$ cat config.mk
export PLATFORM = sky130hd
export DESIGN_NAME = counting_semaphore_fifo_waiters
export DESIGN_NICKNAME = d
export VERILOG_FILES = /design/src/rtl/csfw_pkg.sv /design/src/rtl/counting_semaphore_fifo_waiters.sv
export SDC_FILE = /design/constraint.sdc
export NUM_CORES = 1
export LEC_CHECK = 0
export BUFFER_PORTS_ARGS = -buffer_cell sky130_fd_sc_hd__buf_2
export CAP_MARGIN = 20
export CELL_PAD_IN_SITES_DETAIL_PLACEMENT = 1
export CELL_PAD_IN_SITES_GLOBAL_PLACEMENT = 2
export CORE_MARGIN = 2
export CORE_UTILIZATION = 42
export DETAILED_ROUTE_END_ITERATION = 7
export GPL_TIMING_DRIVEN = 1
export HOLD_SLACK_MARGIN = 0.15
export PLACE_DENSITY_LB_ADDON = 0.1
export SYNTH_ARGS = -nofsm -noshare
export SYNTH_HDL_FRONTEND = slang
export SYNTH_SLANG_ARGS = --single-unit
$ cat constraint.sdc
create_clock -name clk_i -period 5.3 [get_ports clk_i]
set_input_delay 0.53 -clock clk_i [delete_from_list [all_inputs] [get_ports clk_i]]
set_output_delay 0.53 -clock clk_i [all_outputs]
set_load 0.005 [all_outputs]
$ cat src/rtl/csfw_pkg.sv
package csfw_pkg;

  // Field widths of the request and result items.
  localparam int unsigned UNIT_W   = 16;
  localparam int unsigned THREAD_W = 8;
  localparam int unsigned KIND_W   = 3;

  // Configuration bus.
  localparam int unsigned APB_DATA_W = 32;
  localparam int unsigned APB_ADDR_W = 3;

  // Register index, taken from paddr[2].
  localparam logic REG_INITIAL_UNITS = 1'b0;
  localparam logic REG_UNIT_LIMIT    = 1'b1;

  // Request operation codes.
  localparam logic FUNC_WAIT = 1'b0;
  localparam logic FUNC_POST = 1'b1;

  // Result kinds.
  typedef enum logic [KIND_W-1:0] {
    KIND_GRANTED   = 3'd0,
    KIND_QUEUED    = 3'd1,
    KIND_REJECTED  = 3'd2,
    KIND_WOKEN     = 3'd3,
    KIND_POST_IDLE = 3'd4
  } kind_e;

  // One entry of the waiter queue.
  typedef struct packed {
    logic [THREAD_W-1:0] thread;
    logic [UNIT_W-1:0]   units;
  } waiter_t;

endpackage

$ cat src/rtl/counting_semaphore_fifo_waiters.sv
// Counting semaphore with a first-in first-out queue of waiting threads.
// A wait, or a post on an empty queue, gives its single result in the cycle after the transfer.
// A post on a non-empty queue that wakes waiters holds the block while it accepts the post,
// reads and wakes queued waiters one at a time from the head, and then gives the final result.
// One request is in flight at a time; the next is taken once the last result is out.
// Reset is asynchronous and active low; the queue memory is not cleared.
module counting_semaphore_fifo_waiters #(
  parameter int unsigned QUEUE_DEPTH = 16
) (
  input  logic                                clk_i,
  input  logic                                rst_ni,
  // Request channel.
  input  logic                                in_valid_i,
  output logic                                in_stall_o,
  input  logic                                func_i,
  input  logic [csfw_pkg::THREAD_W-1:0]       thread_id_i,
  input  logic [csfw_pkg::UNIT_W-1:0]         unit_count_i,
  // Result channel.
  output logic                                out_valid_o,
  input  logic                                out_stall_i,
  output logic [csfw_pkg::KIND_W-1:0]         kind_o,
  output logic [csfw_pkg::THREAD_W-1:0]       woken_thread_o,
  output logic [csfw_pkg::UNIT_W-1:0]         units_left_o,
  output logic                                last_o,
  // Configuration port.
  input  logic                                psel,
  input  logic                                penable,
  input  logic                                pwrite,
  input  logic [csfw_pkg::APB_ADDR_W-1:0]     paddr,
  input  logic [csfw_pkg::APB_DATA_W-1:0]     pwdata,
  output logic [csfw_pkg::APB_DATA_W-1:0]     prdata,
  output logic                                pready
);

  localparam int unsigned IdxW = (QUEUE_DEPTH > 1) ? $clog2(QUEUE_DEPTH) : 1;
  localparam int unsigned CntW = $clog2(QUEUE_DEPTH + 1);
  localparam logic [IdxW-1:0] LastIdx = IdxW'(QUEUE_DEPTH - 1);
  localparam logic [CntW-1:0] FullCnt = CntW'(QUEUE_DEPTH);

  localparam int unsigned UW = csfw_pkg::UNIT_W;
  localparam int unsigned TW = csfw_pkg::THREAD_W;

  typedef enum logic [1:0] {
    S_IDLE,
    S_CHECK,
    S_FLUSH
  } state_e;

  state_e                 state_q, state_d;
  logic [UW-1:0]          avail_q, avail_d;
  logic [UW-1:0]          init_q, init_d;
  logic [UW-1:0]          limit_q, limit_d;
  logic [IdxW-1:0]        head_q, head_d;
  logic [IdxW-1:0]        tail_q, tail_d;
  logic [CntW-1:0]        count_q, count_d;
  logic                   out_valid_q, out_valid_d;
  csfw_pkg::kind_e        out_kind_q, out_kind_d;
  logic [TW-1:0]          out_thread_q, out_thread_d;
  logic [UW-1:0]          out_units_q, out_units_d;
  logic                   out_last_q, out_last_d;
  logic                   pend_q, pend_d;
  logic [TW-1:0]          pend_thread_q, pend_thread_d;
  logic [UW-1:0]          pend_units_q, pend_units_d;

  // Queue memory: one write port at the tail, one read port at the next head.
  csfw_pkg::waiter_t      waiter_mem [QUEUE_DEPTH];
  csfw_pkg::waiter_t      rd_entry_q;
  csfw_pkg::waiter_t      wr_entry;
  logic                   mem_we;

  logic                   out_free;
  logic                   in_xfer;
  logic                   cfg_write;
  logic [UW:0]            post_sum;
  logic [UW-1:0]          post_avail;
  logic [IdxW-1:0]        tail_inc;
  logic [IdxW-1:0]        head_inc;
  logic                   head_fits;

  // The output register can take a new result when empty or being drained.
  assign out_free  = !out_valid_q || !out_stall_i;
  assign in_stall_o = (state_q != S_IDLE) || !out_free;
  assign in_xfer   = in_valid_i && !in_stall_o;

  // Configuration port: writes complete in the access cycle.
  assign pready    = 1'b1;
  assign cfg_write = psel && penable && pwrite && pready;

  always_comb begin
    case (paddr[2])
      csfw_pkg::REG_INITIAL_UNITS: prdata = {(csfw_pkg::APB_DATA_W - UW)'(0), init_q};
      default:                     prdata = {(csfw_pkg::APB_DATA_W - UW)'(0), limit_q};
    endcase
  end

  // Saturating add of a post and the wrapped queue pointers.
  assign post_sum   = {1'b0, avail_q} + {1'b0, unit_count_i};
  assign post_avail = (post_sum > {1'b0, limit_q}) ? limit_q : post_sum[UW-1:0];
  assign tail_inc   = (tail_q == LastIdx) ? '0 : tail_q + 1'b1;
  assign head_inc   = (head_q == LastIdx) ? '0 : head_q + 1'b1;
  assign head_fits  = (avail_q >= rd_entry_q.units);

  assign wr_entry.thread = thread_id_i;
  assign wr_entry.units  = unit_count_i;

  // Request handling, wake-up sequencing and configuration writes.
  always_comb begin
    state_d       = state_q;
    avail_d       = avail_q;
    init_d        = init_q;
    limit_d       = limit_q;
    head_d        = head_q;
    tail_d        = tail_q;
    count_d       = count_q;
    out_valid_d   = out_valid_q && out_stall_i;
    out_kind_d    = out_kind_q;
    out_thread_d  = out_thread_q;
    out_units_d   = out_units_q;
    out_last_d    = out_last_q;
    pend_d        = pend_q;
    pend_thread_d = pend_thread_q;
    pend_units_d  = pend_units_q;
    mem_we        = 1'b0;

    case (state_q)
      S_IDLE: begin
        if (in_xfer) begin
          out_valid_d  = 1'b1;
          out_last_d   = 1'b1;
          out_thread_d = thread_id_i;
          if (func_i == csfw_pkg::FUNC_WAIT) begin
            if (count_q == '0 && avail_q >= unit_count_i) begin
              avail_d     = avail_q - unit_count_i;
              out_kind_d  = csfw_pkg::KIND_GRANTED;
              out_units_d = avail_q - unit_count_i;
            end else if (count_q >= FullCnt) begin
              out_kind_d  = csfw_pkg::KIND_REJECTED;
              out_units_d = avail_q;
            end else begin
              mem_we      = 1'b1;
              tail_d      = tail_inc;
              count_d     = count_q + 1'b1;
              out_kind_d  = csfw_pkg::KIND_QUEUED;
              out_units_d = avail_q;
            end
          end else begin
            avail_d = post_avail;
            pend_d  = 1'b0;
            if (count_q == '0) begin
              out_kind_d   = csfw_pkg::KIND_POST_IDLE;
              out_thread_d = '0;
              out_units_d  = post_avail;
            end else begin
              // The head entry is read at this edge; decide in S_CHECK.
              out_valid_d = out_valid_q && out_stall_i;
              state_d     = S_CHECK;
            end
          end
        end
      end

      S_CHECK: begin
        if (out_free) begin
          if (head_fits) begin
            // Wake the head; the earlier woken thread goes out as not last.
            avail_d       = avail_q - rd_entry_q.units;
            head_d        = head_inc;
            count_d       = count_q - 1'b1;
            pend_d        = 1'b1;
            pend_thread_d = rd_entry_q.thread;
            pend_units_d  = avail_q - rd_entry_q.units;
            if (pend_q) begin
              out_valid_d  = 1'b1;
              out_kind_d   = csfw_pkg::KIND_WOKEN;
              out_thread_d = pend_thread_q;
              out_units_d  = pend_units_q;
              out_last_d   = 1'b0;
            end
            if (count_q == CntW'(1)) begin
              state_d = S_FLUSH;
            end
          end else begin
            // Head does not fit: close the post.
            out_valid_d = 1'b1;
            out_last_d  = 1'b1;
            if (pend_q) begin
              out_kind_d   = csfw_pkg::KIND_WOKEN;
              out_thread_d = pend_thread_q;
              out_units_d  = pend_units_q;
            end else begin
              out_kind_d   = csfw_pkg::KIND_POST_IDLE;
              out_thread_d = '0;
              out_units_d  = avail_q;
            end
            pend_d  = 1'b0;
            state_d = S_IDLE;
          end
        end
      end

      S_FLUSH: begin
        if (out_free) begin
          out_valid_d  = 1'b1;
          out_kind_d   = csfw_pkg::KIND_WOKEN;
          out_thread_d = pend_thread_q;
          out_units_d  = pend_units_q;
          out_last_d   = 1'b1;
          pend_d       = 1'b0;
          state_d      = S_IDLE;
        end
      end

      default: begin
        state_d = S_IDLE;
      end
    endcase

    // The user must make register writes only while the block is idle; the block does not enforce this.
    if (cfg_write) begin
      case (paddr[2])
        csfw_pkg::REG_INITIAL_UNITS: begin
          init_d  = pwdata[UW-1:0];
          avail_d = pwdata[UW-1:0];
          head_d  = '0;
          tail_d  = '0;
          count_d = '0;
        end
        default: begin
          limit_d = pwdata[UW-1:0];
        end
      endcase
    end
  end

  // State and registered outputs.
  always_ff @(posedge clk_i or negedge rst_ni) begin
    if (!rst_ni) begin
      state_q       <= S_IDLE;
      avail_q       <= '0;
      init_q        <= '0;
      limit_q       <= '1;
      head_q        <= '0;
      tail_q        <= '0;
      count_q       <= '0;
      out_valid_q   <= 1'b0;
      out_kind_q    <= csfw_pkg::KIND_GRANTED;
      out_thread_q  <= '0;
      out_units_q   <= '0;
      out_last_q    <= 1'b0;
      pend_q        <= 1'b0;
      pend_thread_q <= '0;
      pend_units_q  <= '0;
    end else begin
      state_q       <= state_d;
      avail_q       <= avail_d;
      init_q        <= init_d;
      limit_q       <= limit_d;
      head_q        <= head_d;
      tail_q        <= tail_d;
      count_q       <= count_d;
      out_valid_q   <= out_valid_d;
      out_kind_q    <= out_kind_d;
      out_thread_q  <= out_thread_d;
      out_units_q   <= out_units_d;
      out_last_q    <= out_last_d;
      pend_q        <= pend_d;
      pend_thread_q <= pend_thread_d;
      pend_units_q  <= pend_units_d;
    end
  end

  // Queue memory. The read follows the next head so the data is ready
  // for the cycle after a pop.
  always_ff @(posedge clk_i) begin
    if (mem_we) begin
      waiter_mem[tail_q] <= wr_entry;
    end
    rd_entry_q <= waiter_mem[head_d];
  end

  assign out_valid_o    = out_valid_q;
  assign kind_o         = out_kind_q;
  assign woken_thread_o = out_thread_q;
  assign units_left_o   = out_units_q;
  assign last_o         = out_last_q;

`ifndef NO_ASSERTIONS
  // The queue never holds more entries than it has slots.
  a_count_bound: assert property (@(posedge clk_i) disable iff (!rst_ni)
    count_q <= FullCnt)
    else $error("queue count above depth");

  // An empty or full queue has its head and tail at the same slot.
  a_ptr_match: assert property (@(posedge clk_i) disable iff (!rst_ni)
    (count_q == '0 || count_q == FullCnt) |-> head_q == tail_q)
    else $error("head and tail disagree with count");

  // The wake-up check only runs on a non-empty queue.
  a_check_nonempty: assert property (@(posedge clk_i) disable iff (!rst_ni)
    state_q == S_CHECK |-> count_q != '0)
    else $error("wake-up check on an empty queue");

  // A post on an empty queue closes at once with an idle result.
  a_post_empty: assert property (@(posedge clk_i) disable iff (!rst_ni)
    (in_xfer && func_i == csfw_pkg::FUNC_POST && count_q == '0 && !cfg_write)
      |=> (out_valid_q && out_last_q && out_kind_q == csfw_pkg::KIND_POST_IDLE
           && state_q == S_IDLE))
    else $error("post on empty queue did not close");
`endif

endmodule

==> flow_metrics.tcl, run 1 <==
set metrics [dict create \
    gp_congestion 0.820 \
    die_h_um 245 \
    portBuffers 94 \
    clockRootBuffer "clkbuf_16" \
    grt_pass1_vias 18066 \
    met2_usage 0.409 \
    critPathRequiredTime_ps 5770 \
    reg2reg_from "avail_q[0]$_DFF_PN0_" \
    synth_area_um2 24400 \
    whs_path_depth 3 \
    grt_pass1_wl_um 115000 \
    yosysWarnings 0 \
    drc 0 \
    path_max_fanout 11 \
    yosys.cell_types.count 81 \
    antenna_left 0 \
    synthTopCellsByArea "edfxtp_1, dfrtp_1, nand2_1, ha_1, nand3_1" \
    place_ws_ps -399 \
    drtIter0Drc 1258 \
    reg2reg_depth 21 \
    wl_um 76800 \
    maxCapViolations 0 \
    antenna_found_initial 4 \
    die_x_um 245 \
    final_net_count 2445 \
    path_clk_slew_ps 60 \
    cp-start-kind "register" \
    min_from "pwdata[4]" \
    ys_seq_area_frac 0.613 \
    cts_tree "built" \
    cts_sinks 525 \
    slew_headroom 0.276 \
    drt-pass1-iter-count 5 \
    setup_violations 0 \
    cts_made_buffers 55 \
    grtUsageTotal 0.255 \
    globalRouteOverflowTotal 0 \
    synth-edff-count 384 \
    n_antenna_cell 0 \
    power.density_nw_per_um2 627 \
    worst_pin_slew_ps 1080 \
    hold_class "input port to register" \
    dp_hpwl_um 48500 \
    synth_top_area_share 0.472 \
    hold_viol_final 0 \
    max_freq_ghz 0.195 \
    finalNonFillerCells 3110 \
    die_area_um2 60100 \
    slew_viol_final 0 \
    synth_ff_type "edfxtp_1" \
    fin_crit_ps 5120 \
    coreArea_um2 57600 \
    clk_path_buf_depth 3 \
    path_class "register to register" \
    multi_input_area_um2 8700 \
    async_flop_share 0.223 \
    ios 130 \
    placementRows 88 \
    whs_ps 171 \
    reg2reg_to "units_left_o[10]$_DFFE_PN0P_" \
    endpoint_kind "register" \
    grt-busiest-layer "met2" \
    h-tree-depth 2 \
    ff_latch_area_um2 15000 \
    power_leakage_nw 11.0 \
    peakVddDrop_uv 519 \
    power_mw 17.7 \
    status "completed" \
    use_met3 0.0358 \
    syn_area_per_cell_um2 11.3 \
    viasPerCell 5.66 \
    finalCritPeriodShare 0.966 \
    synth.largest_area_cell "edfxtp_1" \
    syn_inst 2166 \
    start_util 0.424 \
    skew_ps 30.4 \
    rrSetupSlack_ps 180 \
    placedCellCount 2989 \
    grt_max_degree 126 \
    drive_gt1_frac 0.152 \
    fill_cells 6093 \
    vias 17597 \
    setup_slack_ps 182 \
    hold_path_end "init_q[4]$_DFFE_PN0P_" \
    arrival_ps 5590 \
    clk_latency_ps 630 \
    area_delta_synth_final_pct 15.9 \
    avgRoutedWirePerCell_um 24.7 \
    gr-usage-met1 0.354 \
    ys_seq_elements 525 \
]
-- through the flow --
step	area (um^2)	utilization	setup TNS, ps
6_report	28300	0.491	0
5_1_grt	28300	0.491	-32.0
2_1_floorplan	24500	-	0
3_3_place_gp	26200	0.455	-1240
3_5_place_dp	26200	0.455	-7920
4_1_cts	28200	0.489	0
-- cells in the final DEF, fill, tap and decap left out, types with 8 or more instances in the layout --
cell,instances
nand2_1,514
edfxtp_1,384
nand3_1,159
dfrtp_1,100
buf_2,93
nor2_1,85
inv_1,77
ha_1,75
buf_4,73
a21oi_1,66
nand4_1,59
clkbuf_16,57
mux2i_1,52
mux2_2,34
o21ai_0,33
o21ai_1,32
xnor2_1,24
a32oi_1,24
dfxtp_1,24
buf_12,19
a221oi_1,17
a21o_1,17
conb_1,17
clkbuf_1,17
o21a_1,16
dfstp_2,16
xor2_1,15
nor3_1,15
dlygate4sd3_1,14
nand2b_1,12
a211oi_1,12
a31oi_1,12
a22oi_1,11
clkbuf_8,10
and2_1,9
o211ai_1,8
clkinv_2,8
-- worst max-delay path by stage --
stage                         startpoint                            to  slack, ps  cells after the start
floorplan                unit_count_i[0]          avail_q[8]$_DFF_PN0_        620                     21
global placement         unit_count_i[0]          avail_q[5]$_DFF_PN0_       -130                     23
detailed placement       unit_count_i[0]  units_left_o[10]$_DFFE_PN0P_       -400                     22
CTS                 avail_q[0]$_DFF_PN0_  units_left_o[10]$_DFFE_PN0P_         20                     21
global route        avail_q[0]$_DFF_PN0_  units_left_o[10]$_DFFE_PN0P_        -20                     21
finish              avail_q[0]$_DFF_PN0_  units_left_o[10]$_DFFE_PN0P_        180                     21
-- timing repair --
action / 4_1_cts / 5_1_grt
setup endpoints to repair: 16 / 27
hold endpoints to repair: 58 / 0
resized for setup: 3 / 9
hold buffers: 14 / 0
buffers inserted: 0 / 4
pin swaps: 0 / 4
-- critical path, cell delays in order, from the launching register on --
cell and delay [ps]:
dfrtp_2 440, ha_1 200, inv_1 60, fa_1 420
o21ba_1 210, or4_4 460, a21oi_4 190, o311ai_1 130
and2_4 190, xnor2_4 210, ha_4 240, a2111oi_2 300
o21ai_0 130, o21ai_0 130, o31ai_1 130, a21o_1 220
a211oi_4 280, buf_12 190, mux2i_1 190, mux2i_1 120
a222oi_1 400, o21ai_1 140
-- cell type report --
class,count,area share
repair buffers,199,0.0542
inverters,78,0.0105
flip-flops and latches,525,0.529
clock buffers,84,0.0575
well taps,765,0.0338
multi-input cells,1440,0.308
clock inverters,19,0.00747
-- cells by family after synthesis --
| kind of cell | count (synthesis) | synth area share |
|---|---|---|
| compound gates | 319 | 0.0912 |
| mux | 88 | 0.0381 |
| buf+inv | 216 | 0.0414 |
| fa+ha+maj | 79 | 0.0414 |
| other cells | 2 | 0.000308 |
| xor+xnor | 41 | 0.0147 |
| flops | 525 | 0.613 |
| simple gates | 896 | 0.160 |
-- state kept, by name (all words and copies together), names as in the netlist, 5 cells and up --
| name | cells |
|---|---|
| waiter_mem | 384 |
| rd_entry_q | 24 |
| avail_q | 16 |
| init_q | 16 |
| limit_q | 16 |
| pend_units_q | 16 |
| units_left_o | 16 |
| pend_thread_q | 8 |
| woken_thread_o | 8 |
| count_q | 5 |
-- cells in the mapped netlist (all sizes together) (4+ instances only) --
cell type,number
xnor2,26
a22oi,11
buf,74
a222oi,7
dfrtp,101
o21ai,66
a21boi,4
nand4,59
a221oi,18
o211ai,9
a211oi,13
or4,5
dfxtp,24
nor4,6
a21o,17
dfstp,16
o21bai,5
a41oi,5
xor2,15
nand2,514
a31oi,13
and3,6
mux2i,52
nand2b,12
edfxtp,384
o21a,16
nor2b,6
a32oi,24
nand3,160
inv,78
nor2,87
and2,11
mux2,36
clkbuf,64
a21oi,70
nor3,17
o31ai,6
ha,76
-- metal layers --
| metal | vias to the layer above | wire [um] |
|---|---|---|
| met2 | 430 | 35600 |
| li1 | 8033 | - |
| met4 | 4 | 2600 |
| met5 | - | 26 |
| met1 | 8997 | 35100 |
| met3 | 133 | 3540 |
-- power by group --
group | switching (mW) | total, mW | leakage [nW] | internal, mW
sequential | 0.512 | 5.50 | 5.08 | 4.99
clock | 1.65 | 3.92 | 0.900 | 2.27
combinational | 5.13 | 8.32 | 5.00 | 3.20
Power figures use the tool's default switching activity.
==> inputs of run 2 (changes only) <==
--- a/config.mk
+++ b/config.mk
@@ -9,7 +9,6 @@
 export CAP_MARGIN = 20
 export CELL_PAD_IN_SITES_DETAIL_PLACEMENT = 1
 export CELL_PAD_IN_SITES_GLOBAL_PLACEMENT = 2
-export CORE_MARGIN = 2
 export CORE_UTILIZATION = 42
 export DETAILED_ROUTE_END_ITERATION = 7
 export GPL_TIMING_DRIVEN = 1
==> run 2 against run 1 <==
- clock power increased by 4%
- core utilization increased by 0.31 points
- worst hold slack improved by 47 ps
- sequential power about the same
- die area decreased by 1.6%
- clock skew increased by 15 ps
- clock-buffer cell count up 2
- flip-flop and latch count unchanged
- routed wire length is 0.81% higher
==> flow_metrics.tcl, run 2 (synthesis gave the netlist of run 1 again) <==
set metrics [dict create \
    mostFrequentLayoutCells "nand2_1, edfxtp_1, nand3_1, dfrtp_1, buf_2" \
    path_clk_slew_ps 60 \
    reg2reg_depth 23 \
    ff_latch_area_um2 15000 \
    whs_ps 217 \
    max_freq_ghz 0.201 \
    grtUsageTotal 0.263 \
    reg2reg_from "avail_q[0]$_DFF_PN0_" \
    drtIter0Drc 1222 \
    slowest_delay_ps 460 \
    status "completed" \
    grt_max_degree 97 \
    rrSetupSlack_ps 310 \
    clk_latency_ps 650 \
    wl_met3_um 3000 \
    area_delta_synth_final_pct 16.6 \
    die_x_um 243 \
    viasPerCell 5.60 \
    multi_input_area_um2 8670 \
    peakVddDrop_uv 345 \
    cp-start-kind "register" \
    cpMaxStageDelayCell "or4_4" \
    cts_made_buffers 56 \
    wl_met1_um 35200 \
    gp_congestion 0.876 \
    vias 17521 \
    grt_pass1_vias 18330 \
    setup_slack_ps 315 \
    globalRouteOverflowTotal 0 \
    largest_reg_flops 384 \
    drive_gt1_frac 0.155 \
    power.density_nw_per_um2 627 \
    drc 0 \
    final_net_count 2461 \
    slew_headroom 0.273 \
    placementRows 88 \
    path_cells "ha_2 > inv_1 > fa_2 > o21ba_1 > or4_4 > buf_4 > a21oi_1 > nor2_1 > o21bai_1 > xnor2_1 > ha_1 > nand4_1 > inv_1 > a221oi_2 > buf_4 > o31ai_1 > a21o_1 > a211oi_4 > buf_12 > mux2i_1 > mux2i_1 > a222oi_1 > o21ai_0" \
    start_util 0.424 \
    power_leakage_nw 11.1 \
    antenna_left 0 \
    portBuffers 94 \
    rsz0062_at_grt "no" \
    h-tree-depth 2 \
    path_class "register to register" \
    wl_um 77400 \
    top_register "waiter_mem" \
    drt-pass1-iter-count 5 \
    arrival_ps 5440 \
    maxCapViolations 0 \
    fin_util 0.494 \
    fin_crit_ps 4990 \
    clk_path_buf_depth 3 \
    critPathRequiredTime_ps 5760 \
    top_regs "waiter_mem: 384 flops, rd_entry_q: 24 flops" \
    final_common_cell "nand2_1" \
    worst_pin_slew_ps 1090 \
    antenna_found_initial 1 \
    endpoint_kind "register" \
    slew_viol_final 0 \
    cp-startpoint "avail_q[0]$_DFF_PN0_" \
    ios 130 \
    cts_tree "built" \
    die_h_um 243 \
    hold_viol_final 0 \
    reg2reg_to "avail_q[1]$_DFF_PN0_" \
    skew_ps 45.3 \
    crit_end "avail_q[1]$_DFF_PN0_" \
    hold_class "input port to register" \
    fill_cells 6088 \
    top_layer "met4" \
    wl_met2_um 37600 \
    cts_sinks 525 \
    grt_pass1_wl_um 116000 \
    finalCritPeriodShare 0.941 \
    setup_violations 0 \
    path_max_fanout 8 \
    coreArea_um2 57600 \
    place_ws_ps -329 \
    dp_hpwl_um 49000 \
    clockRootBuffer "clkbuf_16" \
    avgRoutedWirePerCell_um 24.8 \
    die_area_um2 59100 \
]
[run 2: cell types whose count changed in the layout (fill, tap and decap cells not counted), moves of 2 or more]
| cell | change |
|---|---|
| clkinv_2 | -4 |
| and2_1 | +2 |
| bufinv_16 | +3 |
| clkbuf_1 | +3 |
| buf_4 | +11 |
| dlygate4sd3_1 | +3 |
[run 2: worst min-delay path by stage]
stage | start | end | slack (ps) | cells past startpoint
4_1_cts | unit_count_i[5] | waiter_mem[0][5]$_DFFE_PP_ | 180 | 1
2_1_floorplan | rst_ni | avail_q[0]$_DFF_PN0_ | 230 | 0
5_1_grt | unit_count_i[5] | waiter_mem[0][5]$_DFFE_PP_ | 190 | 1
6_report | unit_count_i[5] | waiter_mem[0][5]$_DFFE_PP_ | 220 | 1
3_3_place_gp | rd_entry_q[19]$_DFF_P_ | pend_thread_q[3]$_DFFE_PN0P_ | 400 | 2
3_5_place_dp | rd_entry_q[17]$_DFF_P_ | pend_thread_q[1]$_DFFE_PN0P_ | 410 | 2
[run 2: what timing repair did]
action	4_1_cts	5_1_grt
hold endpoints to repair	70	0
setup endpoints to repair	0	30
hold buffers	17	0
gates resized for setup	0	10
buffers inserted	0	2
[run 2: metal layers]
| layer | vias to the layer above | global-route usage |
|---|---|---|
| li1 | 8057 | - |
| met1 | 9017 | 0.358 |
| met2 | 365 | 0.444 |
| met3 | 82 | 0.0310 |
| met4 | 0 | 0.0686 |
| met5 | - | 0 |
[run 2: layout make-up]
type / count / share of cell area
antenna: 1 / 0.0000879
clock buffer: 86 / 0.0567
clock inverter: 18 / 0.0105
inverter: 78 / 0.0105
multi-input combinational: 1440 / 0.304
sequential: 525 / 0.525
tap: 765 / 0.0336
timing repair buffer: 214 / 0.0587
[run 2: critical path: cells and delay by family (launching register included)]
family / cells / cell delay (ps)
compound gates: 9 / 1780
simple gates: 3 / 650
buf+inv: 5 / 620
xor+xnor: 1 / 190
fa+ha+maj: 3 / 880
flops: 1 / 430
mux: 2 / 290
[run 2: power breakdown]
group	internal, mW	leakage, nW	total [mW]	switching (mW)
clock network	2.39	0.922	4.07	1.68
registers	4.99	5.08	5.49	0.500
logic	3.19	5.06	8.31	5.11
[run 2: metrics by stage]
stage	cells	area, um^2	power (mW)	TNS [ps]
final	3127	28500	17.9	0
after global routing	3126	28500	19.0	0
after CTS	3123	28400	17.9	0
after detailed placement	3002	26300	13.7	-6560
after global placement	3002	26300	13.5	-98.1
after floorplan	2181	24500	10.8	0
